`config.mk`:
```
export PLATFORM = sky130hd
export DESIGN_NAME = pbe_encoder
export DESIGN_NICKNAME = d
export VERILOG_FILES = /design/src/rtl/core/pbe_pkg.sv /design/src/rtl/core/pbe_encoder.sv
export SDC_FILE = /design/constraint.sdc
export NUM_CORES = 1
export LEC_CHECK = 0
export BUFFER_PORTS_ARGS = -buffer_cell sky130_fd_sc_hd__buf_2
export CORE_MARGIN = 5
export CORE_UTILIZATION = 50
export DETAILED_ROUTE_END_ITERATION = 8
export PLACE_DENSITY = 0.69
export SETUP_SLACK_MARGIN = 0.15
export SYNTH_ARGS = -nofsm -noshare
export SYNTH_HDL_FRONTEND = slang
export SYNTH_SLANG_ARGS = --single-unit
```
`constraint.sdc`:
```
create_clock -name clk -period 4.9 [get_ports clk]
set_input_delay 0.245 -clock clk [delete_from_list [all_inputs] [get_ports clk]]
set_output_delay 0.245 -clock clk [all_outputs]
set_load 0.03 [all_outputs]
```
`src/rtl/core/pbe_pkg.sv`:
```
// ----------------------------------------------------------------------------
// PackBits line encoder package
// Shared types and fixed constants of the line encoder.
// ----------------------------------------------------------------------------
`default_nettype none

package pbe_pkg;

  // Command codes of the input channel
  localparam logic CMD_LOAD  = 1'b0;
  localparam logic CMD_FETCH = 1'b1;

  // PackBits limits
  localparam int RUN_MAX  = 128;
  localparam int LIT_MAX  = 127;
  localparam int JOIN_MAX = 125;

  // Encoder sequencer states
  typedef enum logic [4:0] {
    S_IDLE,
    S_INIT,
    S_STRIP_RD,
    S_STRIP_CHK,
    S_COPY_RD,
    S_COPY_WR,
    S_B_RD,
    S_B_GET,
    S_RUN_RD,
    S_RUN_CHK,
    S_JOIN_RD,
    S_JOIN_CHK,
    S_DECIDE,
    S_LIT,
    S_FLUSH,
    S_RUN_HDR,
    S_RUN_BYTE
  } enc_state_t;

  // Control from the top level to the encoder
  typedef struct packed {
    logic start;
    logic compress;
  } enc_ctl_t;

  // Status from the encoder to the top level
  typedef struct packed {
    logic busy;
    logic done;
  } enc_sts_t;

endpackage

`default_nettype wire

```
`src/rtl/core/pbe_encoder.sv`:
```
// ----------------------------------------------------------------------------
// PackBits encoder sequencer
// Strips trailing zeros and encodes or copies the stored line into the output memory.
// ----------------------------------------------------------------------------
`default_nettype none

module pbe_encoder #(
  parameter int LINE_BYTES = 1024
) (
  input  wire logic                      clk,
  input  wire logic                      rst_n,
  input  wire pbe_pkg::enc_ctl_t         ctl,
  output pbe_pkg::enc_sts_t              sts,
  input  wire logic [$clog2(LINE_BYTES+1)-1:0] line_count,
  output logic [((LINE_BYTES > 1) ? $clog2(LINE_BYTES) : 1)-1:0] line_addr,
  input  wire logic [7:0]                line_data,
  output logic                           wr_en,
  output logic [$clog2(LINE_BYTES + LINE_BYTES / 128 + 2)-1:0] wr_addr,
  output logic [7:0]                     wr_data,
  output logic [$clog2(LINE_BYTES + LINE_BYTES / 128 + 3)-1:0] enc_count
);

  import pbe_pkg::*;

  localparam int LA  = (LINE_BYTES > 1) ? $clog2(LINE_BYTES) : 1;
  localparam int LCW = $clog2(LINE_BYTES + 1);
  localparam int EA  = $clog2(LINE_BYTES + LINE_BYTES / 128 + 2);
  localparam int ECW = $clog2(LINE_BYTES + LINE_BYTES / 128 + 3);

  enc_state_t     state_r, state_nxt;
  logic [LCW-1:0] n_r, n_nxt;
  logic [LCW-1:0] p_r, p_nxt;
  logic [7:0]     c_r, c_nxt;
  logic [6:0]     lit_r, lit_nxt;
  logic [7:0]     b_r, b_nxt;
  logic [7:0]     nb_r, nb_nxt;
  logic           ne_r, ne_nxt;
  logic           cmp_r, cmp_nxt;
  logic [EA-1:0]  hdr_r, hdr_nxt;
  logic [ECW-1:0] ecnt_r, ecnt_nxt;
  logic           done;
  logic           join_ok;
  logic [LCW-1:0] rem;

  assign rem = n_r - p_r;

  // A two-byte run folds into pending literals when no run follows it
  assign join_ok = (c_r == 8'd2) && (lit_r != 7'd0) && (int'(lit_r) <= JOIN_MAX) &&
                   ((rem <= LCW'(2)) || (int'(rem) <= 2) || ne_r);

  always_ff @(posedge clk) begin
    if (!rst_n) begin
      state_r <= S_IDLE;
    end else begin
      state_r <= state_nxt;
    end
  end

  always_ff @(posedge clk) begin
    n_r    <= n_nxt;
    p_r    <= p_nxt;
    c_r    <= c_nxt;
    lit_r  <= lit_nxt;
    b_r    <= b_nxt;
    nb_r   <= nb_nxt;
    ne_r   <= ne_nxt;
    cmp_r  <= cmp_nxt;
    hdr_r  <= hdr_nxt;
  end

  always_ff @(posedge clk) begin
    if (!rst_n) begin
      ecnt_r <= '0;
    end else begin
      ecnt_r <= ecnt_nxt;
    end
  end

  // Sequence the strip, copy and encode passes
  always_comb begin
    state_nxt = state_r;
    n_nxt     = n_r;
    p_nxt     = p_r;
    c_nxt     = c_r;
    lit_nxt   = lit_r;
    b_nxt     = b_r;
    nb_nxt    = nb_r;
    ne_nxt    = ne_r;
    cmp_nxt   = cmp_r;
    hdr_nxt   = hdr_r;
    ecnt_nxt  = ecnt_r;
    line_addr = LA'(p_r);
    wr_en     = 1'b0;
    wr_addr   = EA'(ecnt_r);
    wr_data   = b_r;
    done      = 1'b0;
    unique case (state_r)
      S_IDLE: begin
        if (ctl.start) begin
          cmp_nxt   = ctl.compress;
          ecnt_nxt  = '0;
          state_nxt = S_INIT;
        end
      end
      S_INIT: begin
        n_nxt     = line_count;
        p_nxt     = '0;
        lit_nxt   = '0;
        state_nxt = S_STRIP_RD;
      end
      S_STRIP_RD: begin
        line_addr = LA'(n_r - LCW'(1));
        if (n_r == '0) begin
          done      = 1'b1;
          state_nxt = S_IDLE;
        end else begin
          state_nxt = S_STRIP_CHK;
        end
      end
      S_STRIP_CHK: begin
        if (line_data == 8'd0) begin
          n_nxt     = n_r - LCW'(1);
          state_nxt = S_STRIP_RD;
        end else begin
          state_nxt = cmp_r ? S_B_RD : S_COPY_RD;
        end
      end
      S_COPY_RD: begin
        if (p_r == n_r) begin
          done      = 1'b1;
          state_nxt = S_IDLE;
        end else begin
          state_nxt = S_COPY_WR;
        end
      end
      S_COPY_WR: begin
        wr_en     = 1'b1;
        wr_data   = line_data;
        ecnt_nxt  = ecnt_r + ECW'(1);
        p_nxt     = p_r + LCW'(1);
        state_nxt = S_COPY_RD;
      end
      S_B_RD: begin
        if (p_r == n_r) begin
          done      = 1'b1;
          state_nxt = S_IDLE;
        end else begin
          state_nxt = S_B_GET;
        end
      end
      S_B_GET: begin
        b_nxt     = line_data;
        p_nxt     = p_r + LCW'(1);
        c_nxt     = 8'd1;
        ne_nxt    = 1'b1;
        state_nxt = S_RUN_RD;
      end
      S_RUN_RD: begin
        if ((p_r < n_r) && (int'(c_r) < RUN_MAX)) begin
          state_nxt = S_RUN_CHK;
        end else begin
          state_nxt = S_DECIDE;
        end
      end
      S_RUN_CHK: begin
        if (line_data == b_r) begin
          c_nxt     = c_r + 8'd1;
          p_nxt     = p_r + LCW'(1);
          state_nxt = S_RUN_RD;
        end else begin
          nb_nxt = line_data;
          if ((c_r == 8'd2) && (lit_r != 7'd0) && (int'(lit_r) <= JOIN_MAX) &&
              (int'(rem) > 2)) begin
            state_nxt = S_JOIN_RD;
          end else begin
            state_nxt = S_DECIDE;
          end
        end
      end
      S_JOIN_RD: begin
        line_addr = LA'(p_r + LCW'(1));
        state_nxt = S_JOIN_CHK;
      end
      S_JOIN_CHK: begin
        ne_nxt    = (line_data != nb_r);
        state_nxt = S_DECIDE;
      end
      S_DECIDE: begin
        if (join_ok || (c_r == 8'd1)) begin
          if (join_ok) begin
            p_nxt = p_r - LCW'(1);
          end
          state_nxt = S_LIT;
        end else if (lit_r != 7'd0) begin
          state_nxt = S_FLUSH;
        end else begin
          state_nxt = S_RUN_HDR;
        end
      end
      S_LIT: begin
        // Reserve the header slot ahead of the first literal
        wr_en = 1'b1;
        c_nxt = 8'd0;
        if (lit_r == 7'd0) begin
          hdr_nxt  = EA'(ecnt_r);
          wr_addr  = EA'(ecnt_r + ECW'(1));
          ecnt_nxt = ecnt_r + ECW'(2);
        end else begin
          ecnt_nxt = ecnt_r + ECW'(1);
        end
        lit_nxt = lit_r + 7'd1;
        if ((int'(lit_r) + 1 == LIT_MAX) || (p_r == n_r)) begin
          state_nxt = S_FLUSH;
        end else begin
          state_nxt = S_B_RD;
        end
      end
      S_FLUSH: begin
        wr_en     = 1'b1;
        wr_addr   = hdr_r;
        wr_data   = 8'(lit_r - 7'd1);
        lit_nxt   = '0;
        state_nxt = (c_r > 8'd1) ? S_RUN_HDR : S_B_RD;
      end
      S_RUN_HDR: begin
        // Header first, then the run byte
        wr_en     = 1'b1;
        wr_data   = 8'd1 - c_r;
        ecnt_nxt  = ecnt_r + ECW'(1);
        c_nxt     = 8'd1;
        state_nxt = S_RUN_BYTE;
      end
      S_RUN_BYTE: begin
        wr_en     = 1'b1;
        wr_data   = b_r;
        ecnt_nxt  = ecnt_r + ECW'(1);
        state_nxt = S_B_RD;
      end
      default: begin
        state_nxt = S_IDLE;
      end
    endcase
  end

  assign sts.busy  = (state_r != S_IDLE);
  assign sts.done  = done;
  assign enc_count = ecnt_r;

endmodule

`default_nettype wire

```
Word level (Yosys, flattened, before mapping)
Index checks and enable logic that the tools add are counted.

Register bits: 82. Input port bits: 23. Output and inout bits: 43. Logic and storage cells: 126.

Add/subtract/negate cells: 11. Magnitude comparators: 7. Equality and inequality tests: 27. Mux-type cells: 35. Bitwise operators: 1. Reduce and logical (&&, ||, !) cells: 34.

Operators by type and width (number): 5-bit one-hot mux with 17 select lines (1); 11-bit 2-to-1 mux (7); 8-bit one-hot mux with 3 select lines (2); 11-bit one-hot mux with 2 select lines (2); 11-bit one-hot mux with 4 select lines (1); 5-bit by 4-bit equality test with 1-bit output, second input constant (8); 11-bit one-hot mux with 3 select lines (1); 11-bit by 1-bit adder with 11-bit output, second input constant (2); 11-bit by 2-bit less-or-equal comparator with 1-bit output, second input constant (2); 11-bit by 1-bit subtractor with 11-bit output, second input constant (2); 5-bit by 3-bit equality test with 1-bit output, second input constant (4); 10-bit one-hot mux with 2 select lines (1); 3-bit 2-to-1 mux (6); 7-bit one-hot mux with 2 select lines (1); 2-bit AND reduction (6); 11-bit by 2-bit adder with 11-bit output, second input constant (1); 11-bit equality test (1); 11-bit by 2-bit > comparator with 1-bit output, second input constant (1); 11-bit logical NOT (1); 11-bit less-than comparator (1); 11-bit subtractor (1); 5-bit by 2-bit equality test with 1-bit output, second input constant (2); 2-bit inequality test, second input constant (5); 7-bit by 1-bit adder with 8-bit output, second input constant (1); 35 further kinds (55).

Depth between registers and ports, before layout
Gate-level depths: netlist of run 1.

Word-level depth: 8. Mapped depth: 9.

Worst setup path after synthesis of run 1
OpenSTA, ideal clock, no wires.

Path type: flip-flop to flip-flop. Start point: register p_r[0]. End point: register p_r[0] (enable). Arrival time: 3.068 ns. Required time: 4.514 ns. Slack: 1.446 ns. Cell stages (with the launch flop): 9. Buffers on the path: 0. Period minus slack after synthesis: 3.454 ns. Path through: edfxtp_1 ha_1 fa_1 nor2b_1 o2111ai_1 a31oi_1 mux2_2 or4_4 a31oi_1.

Word-level cells in the longest chain between the ends: 8. Elaborated cells between the ends (all ways): 10. Those cells by class: add/sub (1); order compare (2); eq/ne (2); reduce/logical (5).

RTL lines: start: declaration (line pbe_encoder.sv:32) `logic [LCW-1:0] p_r, p_nxt;`; start signal: assignment (line pbe_encoder.sv:61) `p_r <= p_nxt;`; 11-bit subtractor (*) (line pbe_encoder.sv:45) `assign rem = n_r - p_r;`; 11-bit by 2-bit less-or-equal comparator with 1-bit output (line pbe_encoder.sv:49) `((rem <= LCW'(2)) || (int'(rem) <= 2) || ne_r);`; 1-bit logical OR (*) (2 in series) (line pbe_encoder.sv:49); 1-bit logical AND (*) (line pbe_encoder.sv:48) `assign join_ok = (c_r == 8'd2) && (lit_r != 7'd0) && (int'(lit_r) <= JOIN_MAX) &&`; 1-bit logical OR (line pbe_encoder.sv:189) `if (join_ok || (c_r == 8'd1)) begin`; 2-bit inequality test (no source line); 4-bit AND reduction (no source line) (*).

Mark *: on every way between the ends. The rest lies on a longest branch, timed or not. A chain may end at the register's enable or synchronous reset.

Worst setup path in the final report of run 1
Start point: register state_r[0]. End point: output wr_addr[1].

Word-level cells in the longest chain between the ends: 2. Elaborated cells between the ends (all ways): 3. Those cells by class: eq/ne (2); mux (1).

RTL lines: start: declaration (line pbe_encoder.sv:30) `enc_state_t state_r, state_nxt;`; start signal: assignment (line pbe_encoder.sv:55) `state_r <= state_nxt;`; 5-bit by 4-bit equality test with 1-bit output (line pbe_encoder.sv:97) `unique case (state_r)`; 11-bit one-hot mux with 2 select lines (*) (line pbe_encoder.sv:97); end: declaration (line pbe_encoder.sv:18) `output logic [$clog2(LINE_BYTES + LINE_BYTES / 128 + 2)-1:0] wr_addr,`.

Marked as above.

==> impl_metrics.csv, run 1 <==
group,metric,value,unit
run_status,status,"completed",
cts,clock-sinks,82,
synthesis,ys_types,70,
critical_path,worstSetupEndpointType,"output port",
global_routing,grt_pass1_vias,5478,
route,post_drt_via_cell_ratio,6.323,
worst_hold_path,hold_class,"in -> reg",
critical_path,crit_fanout,23,
global_routing,grt_use_total,23.47,%
sta,min_period,3496,ps
cells_and_area,layout.cells.non_filler,950,
cells_and_area,area_growth,11.51,%
global_routing,grt_max_degree,28,
cts,tritoncts,"done",
critical_path,arrival,3250,ps
route,dr.pass1.iters,5,
route,remaining_drc_errors,0,
floorplanning,core,12470,sq um
power,pwr_density_cell,298.0,nW/um^2
placement,place_inst,934,
global_routing,antenna_found_initial,0,
cts,cts_buffers,9,
cts,cts_max_path_buffers,2,
sta,whs,97.94,ps
cts,clock_latency,350,ps
sta,grt_setup_unrepaired,"no",
synthesis,ys_seq_area_share,36.63,%
critical_path,crit_start,"state_r[0]",
power,p_leak,2.571,nW
floorplanning,io_pins,66,
cells_and_area,nNetsFinal,822,
floorplanning,die_area,14910,sq um
route,ant_nets,0,
sta,finalHoldViolations,0,
sta,fmax,286.1,MHz
placement,placed_cell_area,6716,sq um
sta,fin_skew,9.041,ps
synthesis,syn_inst,732,
sta,setup_violations,0,
floorplanning,initial_core_util,50.42,%
synthesis,synth_area,6285,sq um
cells_and_area,n_antenna_cell,0,
critical_path,reg2reg_from,"p_r[0]",
synthesis,ys_ff_latch,82,
floorplanning,rows,41,
sta,maxSlewViolCount,0,
run,drv_cap,0,
global_routing,grt_first_pass_wirelength,27810,um
synthesis,synth_edf_count,66,
cells_and_area,drive_gt1_share,13.88,%
cells_and_area,final_area,7008,sq um
sta,max-slew-margin-rel,19.02,%
placement,place_congestion,0.8787,
floorplanning,die_h,122.1,um
critical_path,path_class,"reg -> out",
critical_path,cp.required,4660,ps
sta,finalSetupTns,0,ps
synthesis,synthArstFlopShare,0,%
placement,port_buffers,65,
cts,cts_setup_buffers,0,
cts,ctsHoldBuffers,0,
synthesis,synth_fp_nets,781,
sta,tightest_slew,1205,ps
route,wl_per_cell,18.65,um
cts,htreeDepth,3,
critical_path,startpoint_type,"register",
power,p_total,2.089,mW
cts,clkSlewWorstSetupHoldPaths,60,ps
route,drt_wl_total,17720,um
placement,dpl.hpwl,12710,um
cells_and_area,layout_common_cells,"75 x nand2_1, 66 x edfxtp_1, 65 x buf_2",
synthesis,ys.flop_type,"edfxtp_1",
floorplanning,fp.dieW,122.1,um
route,route.vias.total,6007,
route,drtIter0Drc,733,
sta,finalCritPeriodShare,71.34,%
synthesis,avgSynthCellArea,8.586,sq um
power,peakVddDrop,0.0001885,V
synthesis,yosysWarnings,0,
cts,post_cts_resized,0,
global_routing,grt-ovfl-total,0,
cells_and_area,final_common_cell,"nand2_1",
worst_hold_path,hold_path.startpoint,"ctl[0]",
cts,root_buffer,"clkbuf_16",
## worst max-delay path: stages (launching register included)
cell      delay (ps)
dfxtp_1          800
nand2_1          260
nor3_1           220
buf_4            260
nand2_1          320
inv_1            590
a222oi_1         180
inv_1             80
buf_2            190
## Yosys cell counts (11+ instances only)
library cell	number	area share [%]
a21oi_1	44	3.5
a31oi_1	11	1.1
and3_1	13	1.3
clkbuf_1	37	2.2
dfxtp_1	16	5.1
edfxtp_1	66	32
ha_1	25	5.0
inv_1	27	1.6
nand2_1	75	4.5
nand2b_1	11	1.1
nand3_1	24	1.9
nand4_1	11	1.1
nor2_1	57	3.4
nor3_1	26	2.1
o21ai_0	52	4.1
o22ai_1	21	2.1
or3_1	13	1.3
xnor2_1	34	4.7
xor2_1	19	2.6
## area by class of cell
cell class / count / area (sq um)
Clock inverter: 3 / 20.02
Multi-Input combinational cell: 579 / 3709
Clock buffer: 13 / 271.5
Inverter: 28 / 105.1
Timing Repair Buffer: 73 / 385.4
Tap cell: 172 / 215.2
Fill cell: 1160 / 5458
Sequential cell: 82 / 2302
## final timing paths
| path | to | slack, ps | depth (start not counted) |
|---|---|---|---|
| worst max-delay path | wr_addr[1] | 1400 | 8 |
| worst min-delay path | cmp_r | 100 | 1 |
| worst max register to register | p_r[8] | 1510 | 9 |
| worst min register to register | hdr_r[10] | 570 | 0 |
## metrics by stage
stage | worst slack, ps | utilization, %
finish | 1404 | 56.22
global route | 1169 | 56.22
CTS | 1451 | 56.22
detailed placement | 1582 | 53.88
global placement | 1615 | 53.88
floorplan | 1446 | -
## power breakdown
part           internal, mW  switching (mW)
sequential            0.809          0.0857
combinational         0.200           0.324
clock                 0.389           0.282
## metal layers
metal / share of wire [%] / wire, um / GRT usage [%]
met1: 43 / 7659 / 31.77
met2: 47 / 8252 / 36.98
met5: 0 / 0 / 0
met4: 2.7 / 485 / 9.727
met3: 7.4 / 1319 / 4.457
## state kept, by name (all words and copies together), names as in the netlist
name,count
n_r,11
hdr_r,11
c_r,8
lit_r,7
ne_r,1
enc_count,11
nb_r,8
p_r,11
cmp_r,1
state_r,5
b_r,8
## cells by family (layout without fill, tap and decap cells)
family          after synthesis  in the layout  share of synthesized area, %
fa+ha+maj                    26             26                         5.296
mux                          11             11                         1.871
compound gates              218            218                         23.11
xor+xnor                     53             53                         7.386
buf+inv                      71            117                         4.360
simple gates                271            271                         21.34
flops                        82             82                         36.63
(Power assumes the default switching activity.)
==> inputs of run 2 (changes only) <==
- ABC_AREA: default -> 1
- clock period: 4.9 -> 3.5 ns (I/O delays scaled with it)
==> impl_metrics.csv, run 2 <==
group,metric,value,unit
synthesis,ys_seq_area_share,36.59,%
synthesis,synth_fp_nets,866,
cts,root_buffer,"clkbuf_16",
critical_path,rrSetupSlack,750,ps
floorplanning,io_pins,66,
route,drtIter0Drc,455,
critical_path,max_stage_delay,460,ps
synthesis,ys.flop_type,"edfxtp_1",
global_routing,grt_pass1_vias,5544,
synthesis,avgSynthCellArea,7.702,sq um
cts,cts_max_path_buffers,2,
run_status,status,"completed",
critical_path,worstSetupEndpointType,"output port",
worst_hold_path,hold_path.startpoint,"rst_n",
critical_path,reg2reg_depth,14,
route,drt_wl_total,17060,um
sta,maxSlewViolCount,0,
global_routing,grt_first_pass_wirelength,27660,um
critical_path,crit_slowest_cell,"edfxtp_1",
floorplanning,initial_core_util,50.48,%
critical_path,crit_start,"lit_r[0]",
placement,place_congestion,0.9035,
sta,min_period,2907,ps
floorplanning,core,12470,sq um
synthesis,yosysMostFrequentCell,"nand2_1",
power,pwr_density_cell,675.9,nW/um^2
route,post_drt_via_cell_ratio,5.479,
critical_path,reg2reg_from,"p_r[0]",
cells_and_area,n_antenna_cell,0,
cells_and_area,drive_gt1_share,16.26,%
cts,clock_latency,350,ps
sta,fin_skew,10.68,ps
cts,post_cts_resized,0,
synthesis,yosysTopAreaCellShare,31.50,%
sta,fmax,344.0,MHz
route,ant_nets,0,
synthesis,synth_area,6292,sq um
power,p_leak,3.104,nW
worst_hold_path,whs_endpoint,"enc_count[9]",
synthesis,synth_edf_count,66,
worst_hold_path,hold_class,"in -> reg",
cells_and_area,layout_common_cells,"171 x nand2_1, 105 x inv_1, 84 x nor2_1",
cts,cts_buffers,9,
synthesis,ys_types,55,
route,wl_per_cell,16.03,um
sta,max-slew-margin-rel,48.01,%
run,drv_cap,0,
cts,htreeDepth,3,
cts,cts_setup_buffers,0,
critical_path,arrival,2730,ps
critical_path,cp_top_family,"simple AND/OR/NAND/NOR gates",
synthesis,yosysWarnings,0,
floorplanning,rows,41,
critical_path,path_class,"reg -> out",
cts,clkSlewWorstSetupHoldPaths,60,ps
critical_path,path_buf_inv,3,
floorplanning,die_area,14930,sq um
placement,dpl.hpwl,13050,um
global_routing,grt-ovfl-total,0,
critical_path,cp.required,3320,ps
placement,port_buffers,65,
worst_hold_path,whs_path_depth,3,
synthesis,ys_top_cells_by_area,"edfxtp_1 31%, nand2_1 10%, inv_1 6.3%, dfxtp_1 5.1%, nor2_1 5.0%",
critical_path,reg2reg_to,"p_r[6]",
cells_and_area,area_growth,13.40,%
global_routing,antenna_found_initial,0,
cells_and_area,multiInputGateArea,3455,sq um
sta,finalCritPeriodShare,83.05,%
route,remaining_drc_errors,0,
critical_path,crit_path_cell_trace,"inv_1 > ha_1 > nand2_2 > nor3_2 > nand2_4 > nor2_8 > inv_2 > o221ai_1 > buf_2",
sta,tightest_slew,779.9,ps
synthesis,ys_ff_latch,82,
sta,setup_violations,0,
cells_and_area,final_common_cell,"nand2_1",
cts,clock-sinks,82,
global_routing,grt_use_total,23.62,%
sta,grt_setup_unrepaired,"no",
floorplanning,die_h,122.2,um
cells_and_area,regArea,2302,sq um
cells_and_area,n_fill_cell,1181,
sta,finalHoldViolations,0,
critical_path,crit_fanout,17,
critical_path,startpoint_type,"register",
placement,placed_cell_area,6803,sq um
critical_path,path_depth,9,
global_routing,grt_max_degree,22,
synthesis,yosys.area.top_type,"edfxtp_1",
synthesis,ys_top_cells_by_count,"171 x nand2_1, 105 x inv_1, 84 x nor2_1",
power,peakVddDrop,0.0003671,V
cts,tritoncts,"done",
sta,finalSetupTns,0,ps
synthesis,synthArstFlopShare,0,%
route,dr.pass1.iters,5,
cts,ctsHoldBuffers,1,
route,route.vias.total,5830,
cells_and_area,final_area,7136,sq um
floorplanning,fp.dieW,122.2,um
synthesis,syn_inst,817,
cells_and_area,nNetsFinal,936,
[run 2: power by group]
group	switching, mW	internal [mW]
sequential	0.227	1.28
combinational	1.52	0.736
clock	0.412	0.648
[run 2: worst max path at each step]
stage,endpoint,slack [ps]
finish,wr_addr[10],590
global route,wr_addr[10],380
CTS,wr_addr[10],580
detailed placement,p_r[9],770
global placement,p_r[10],830
floorplan,p_r[0],440
[run 2: per-stage QoR]
step                      utilization [%]  power, mW  std cells  worst slack, ps  hold slack [ps]
final                               57.24      4.823       1064            593.1            52.44
after global routing                57.24      5.142       1064            381.8            60.13
after global placement              54.57      3.742       1047            826.7            357.0
after floorplan                         -      3.173        817            436.0            273.9
after CTS                           57.24      4.821       1064            583.1            46.33
after detailed placement            54.57      3.755       1047            769.9            360.6
[run 2: cells by family after synthesis]
group | share of synthesized area [%]
AO/OA/AOI/OAI | 14.57
XOR/XNOR | 6.124
adder cells (fa/ha/maj) | 5.289
buffers and inverters | 8.511
flip-flops | 36.59
AND/OR/NAND/NOR | 28.91
[run 2: layer usage]
metal / track usage (%) / vias to the layer above / routed length, um / part of all wire [%]
li1: - / 2919 / - / -
met1: 30.49 / 2670 / 7442 / 44
met2: 40.06 / 211 / 8197 / 48
met3: 3.435 / 30 / 999 / 5.9
met4: 9.167 / 0 / 420 / 2.5
met5: 0 / - / 0 / 0
[run 2: worst register-to-register path: stages, from the launching register on]
cell	delay (ps)
edfxtp_1	480
ha_1	260
fa_1	380
inv_1	120
nand2_1	60
a21oi_1	130
nand3_1	90
nor2_1	100
nand2_1	60
nor2_1	130
nand4_2	120
nand2_2	90
a21oi_1	60
nor3_1	140
buf_4	230
[run 2: layout make-up]
| class | instances | area share (%) |
|---|---|---|
| clock buffer | 12 | 3.454 |
| clock inverter | 4 | 1.070 |
| inverter | 122 | 6.453 |
| multi-input combinational | 600 | 48.41 |
| sequential | 82 | 32.26 |
| tap | 172 | 3.016 |
| timing repair buffer | 72 | 5.331 |
==> inputs of run 3 (changes only) <==
- clock period: 3.5 -> 3 ns (I/O delays scaled with it)
==> impl_metrics.csv, run 3 (synthesis results as in run 2) <==
group,metric,value,unit
run_status,status,"completed",
cts,cts_buffers,9,
floorplanning,die_area,14930,sq um
global_routing,grt_pass1_vias,5572,
cells_and_area,nNetsFinal,955,
sta,tightest_slew,691.5,ps
cells_and_area,fin_util,58.79,%
sta,setup_violations,0,
power,pwr_density_cell,793.4,nW/um^2
placement,port_buffers,65,
critical_path,path_common_cell,"nor2_1",
critical_path,path_class,"reg -> reg",
cts,htreeDepth,3,
route,drt_wl_total,17330,um
floorplanning,die_h,122.2,um
power,p_leak,3.195,nW
critical_path,crit_path_cell_trace,"ha_2 > fa_2 > nor2_1 > a21oi_1 > nand3_1 > nor2_1 > nand2_1 > nor2_2 > nand4_2 > nand2_2 > a21oi_2 > nor3_4 > buf_4",
route,route.vias.total,5912,
global_routing,grt_max_degree,22,
route,remaining_drc_errors,0,
cells_and_area,layout_common_cells,"171 x nand2_1, 102 x inv_1, 82 x nor2_1",
global_routing,grt_first_pass_wirelength,27100,um
sta,finalHoldViolations,0,
cts,root_buffer,"clkbuf_16",
critical_path,startpoint_type,"register",
route,dr.pass1.iters,5,
critical_path,crit_fanout,5,
placement,place_congestion,0.8780,
critical_path,worstSetupEndpointType,"register",
sta,max-slew-margin-rel,53.73,%
critical_path,max_stage_delay,520,ps
sta,grt_setup_unrepaired,"no",
cts,cts_max_path_buffers,2,
floorplanning,fp.dieW,122.2,um
worst_hold_path,hold_class,"in -> reg",
sta,min_period,2723,ps
route,ant_nets,0,
route,drtIter0Drc,560,
cts,clkSlewWorstSetupHoldPaths,70,ps
route,wl_per_cell,16.00,um
critical_path,cp.required,3080,ps
sta,fmax,367.3,MHz
cells_and_area,area_growth,16.46,%
sta,fin_skew,7.252,ps
run,drv_cap,0,
sta,maxSlewViolCount,0,
cells_and_area,drive_gt1_share,19.32,%
cells_and_area,n_antenna_cell,0,
route,post_drt_via_cell_ratio,5.459,
critical_path,arrival,2800,ps
cells_and_area,n_fill_cell,1140,
floorplanning,io_pins,66,
cts,tritoncts,"done",
placement,dpl.hpwl,12890,um
critical_path,path_buf_inv,1,
global_routing,grt_use_total,23.15,%
sta,finalCritPeriodShare,90.76,%
global_routing,grt-ovfl-total,0,
critical_path,crit_slowest_cell,"fa_2",
critical_path,cp_top_family,"simple AND/OR/NAND/NOR gates",
sta,finalSetupTns,0,ps
cells_and_area,final_common_cell,"nand2_1",
floorplanning,core,12470,sq um
floorplanning,rows,41,
global_routing,antenna_found_initial,0,
cts,clock_latency,360,ps
sta,whs,26.61,ps
power,peakVddDrop,0.0004933,V
floorplanning,initial_core_util,50.48,%
cts,clock-sinks,82,
[run 3: changes by cell type in the layout (fill, tap and decap cells not counted), moves of 2 or more]
cell     before  now
a21oi_1      36   34
ha_1         25   23
a21oi_2       1    3
nor2_1       84   82
inv_1       105  102
ha_2          0    2
buf_4         6   24
inv_2        14   17
nor2_2        6    8
[run 3: routing by layer]
layer / vias up / track usage (%) / part of all wire, % / wire [um]
met5: - / 0 / 0 / 0
met4: 0 / 8.118 / 2.6 / 453
met2: 193 / 39.99 / 49 / 8481
li1: 2968 / - / - / -
met1: 2709 / 28.60 / 42 / 7334
met3: 42 / 4.968 / 6.1 / 1058
[run 3: final timing paths]
| path | to | slack [ps] | cells past startpoint | startpoint |
|---|---|---|---|---|
| hold / removal | enc_count[9] | 30 | 3 | rst_n |
| hold reg to reg | hdr_r[7] | 540 | 0 | enc_count[7] |
| setup reg to reg | p_r[6] | 280 | 13 | p_r[0] |
| setup / recovery | p_r[6] | 280 | 13 | p_r[0] |
[run 3: cell type report]
class,instances,area [sq um],area share [%]
Inverter,122,460.4,6.283
Tap cell,172,215.2,2.937
Timing Repair Buffer,91,526.8,7.188
Multi-Input combinational cell,600,3486,47.57
Clock buffer,11,254.0,3.466
Sequential cell,82,2302,31.42
Clock inverter,5,83.83,1.144
[run 3: power breakdown]
part | total, mW | leakage (nW) | switching (mW) | internal, mW
clock network | 1.27 | 0.158 | 0.491 | 0.783
registers | 1.75 | 0.732 | 0.252 | 1.50
logic | 2.79 | 2.31 | 1.84 | 0.946
total | 5.81 | 3.19 | 2.59 | 3.23
[run 3: stage by stage]
step	cell area (sq um)	total power [mW]	worst slack, ps	std cells
2_1_floorplan	6297	3.704	268.7	817
3_3_place_gp	6838	4.356	325.1	1051
5_1_grt	7328	6.200	153.0	1083
3_5_place_dp	6838	4.377	280.9	1051
4_1_cts	7186	5.670	233.8	1068
6_report	7328	5.814	277.3	1083
[run 3: repair_timing]
action | in CTS | in global routing
gates resized for setup | 0 | 13
buffers inserted | 0 | 14
setup endpoints to repair | 0 | 17
hold buffers | 1 | 0
hold endpoints to repair | 1 | 0
[run 3: worst min-delay path: stages]
cell and delay (ps):
buf_2 80, o21ai_0 70, inv_1 50
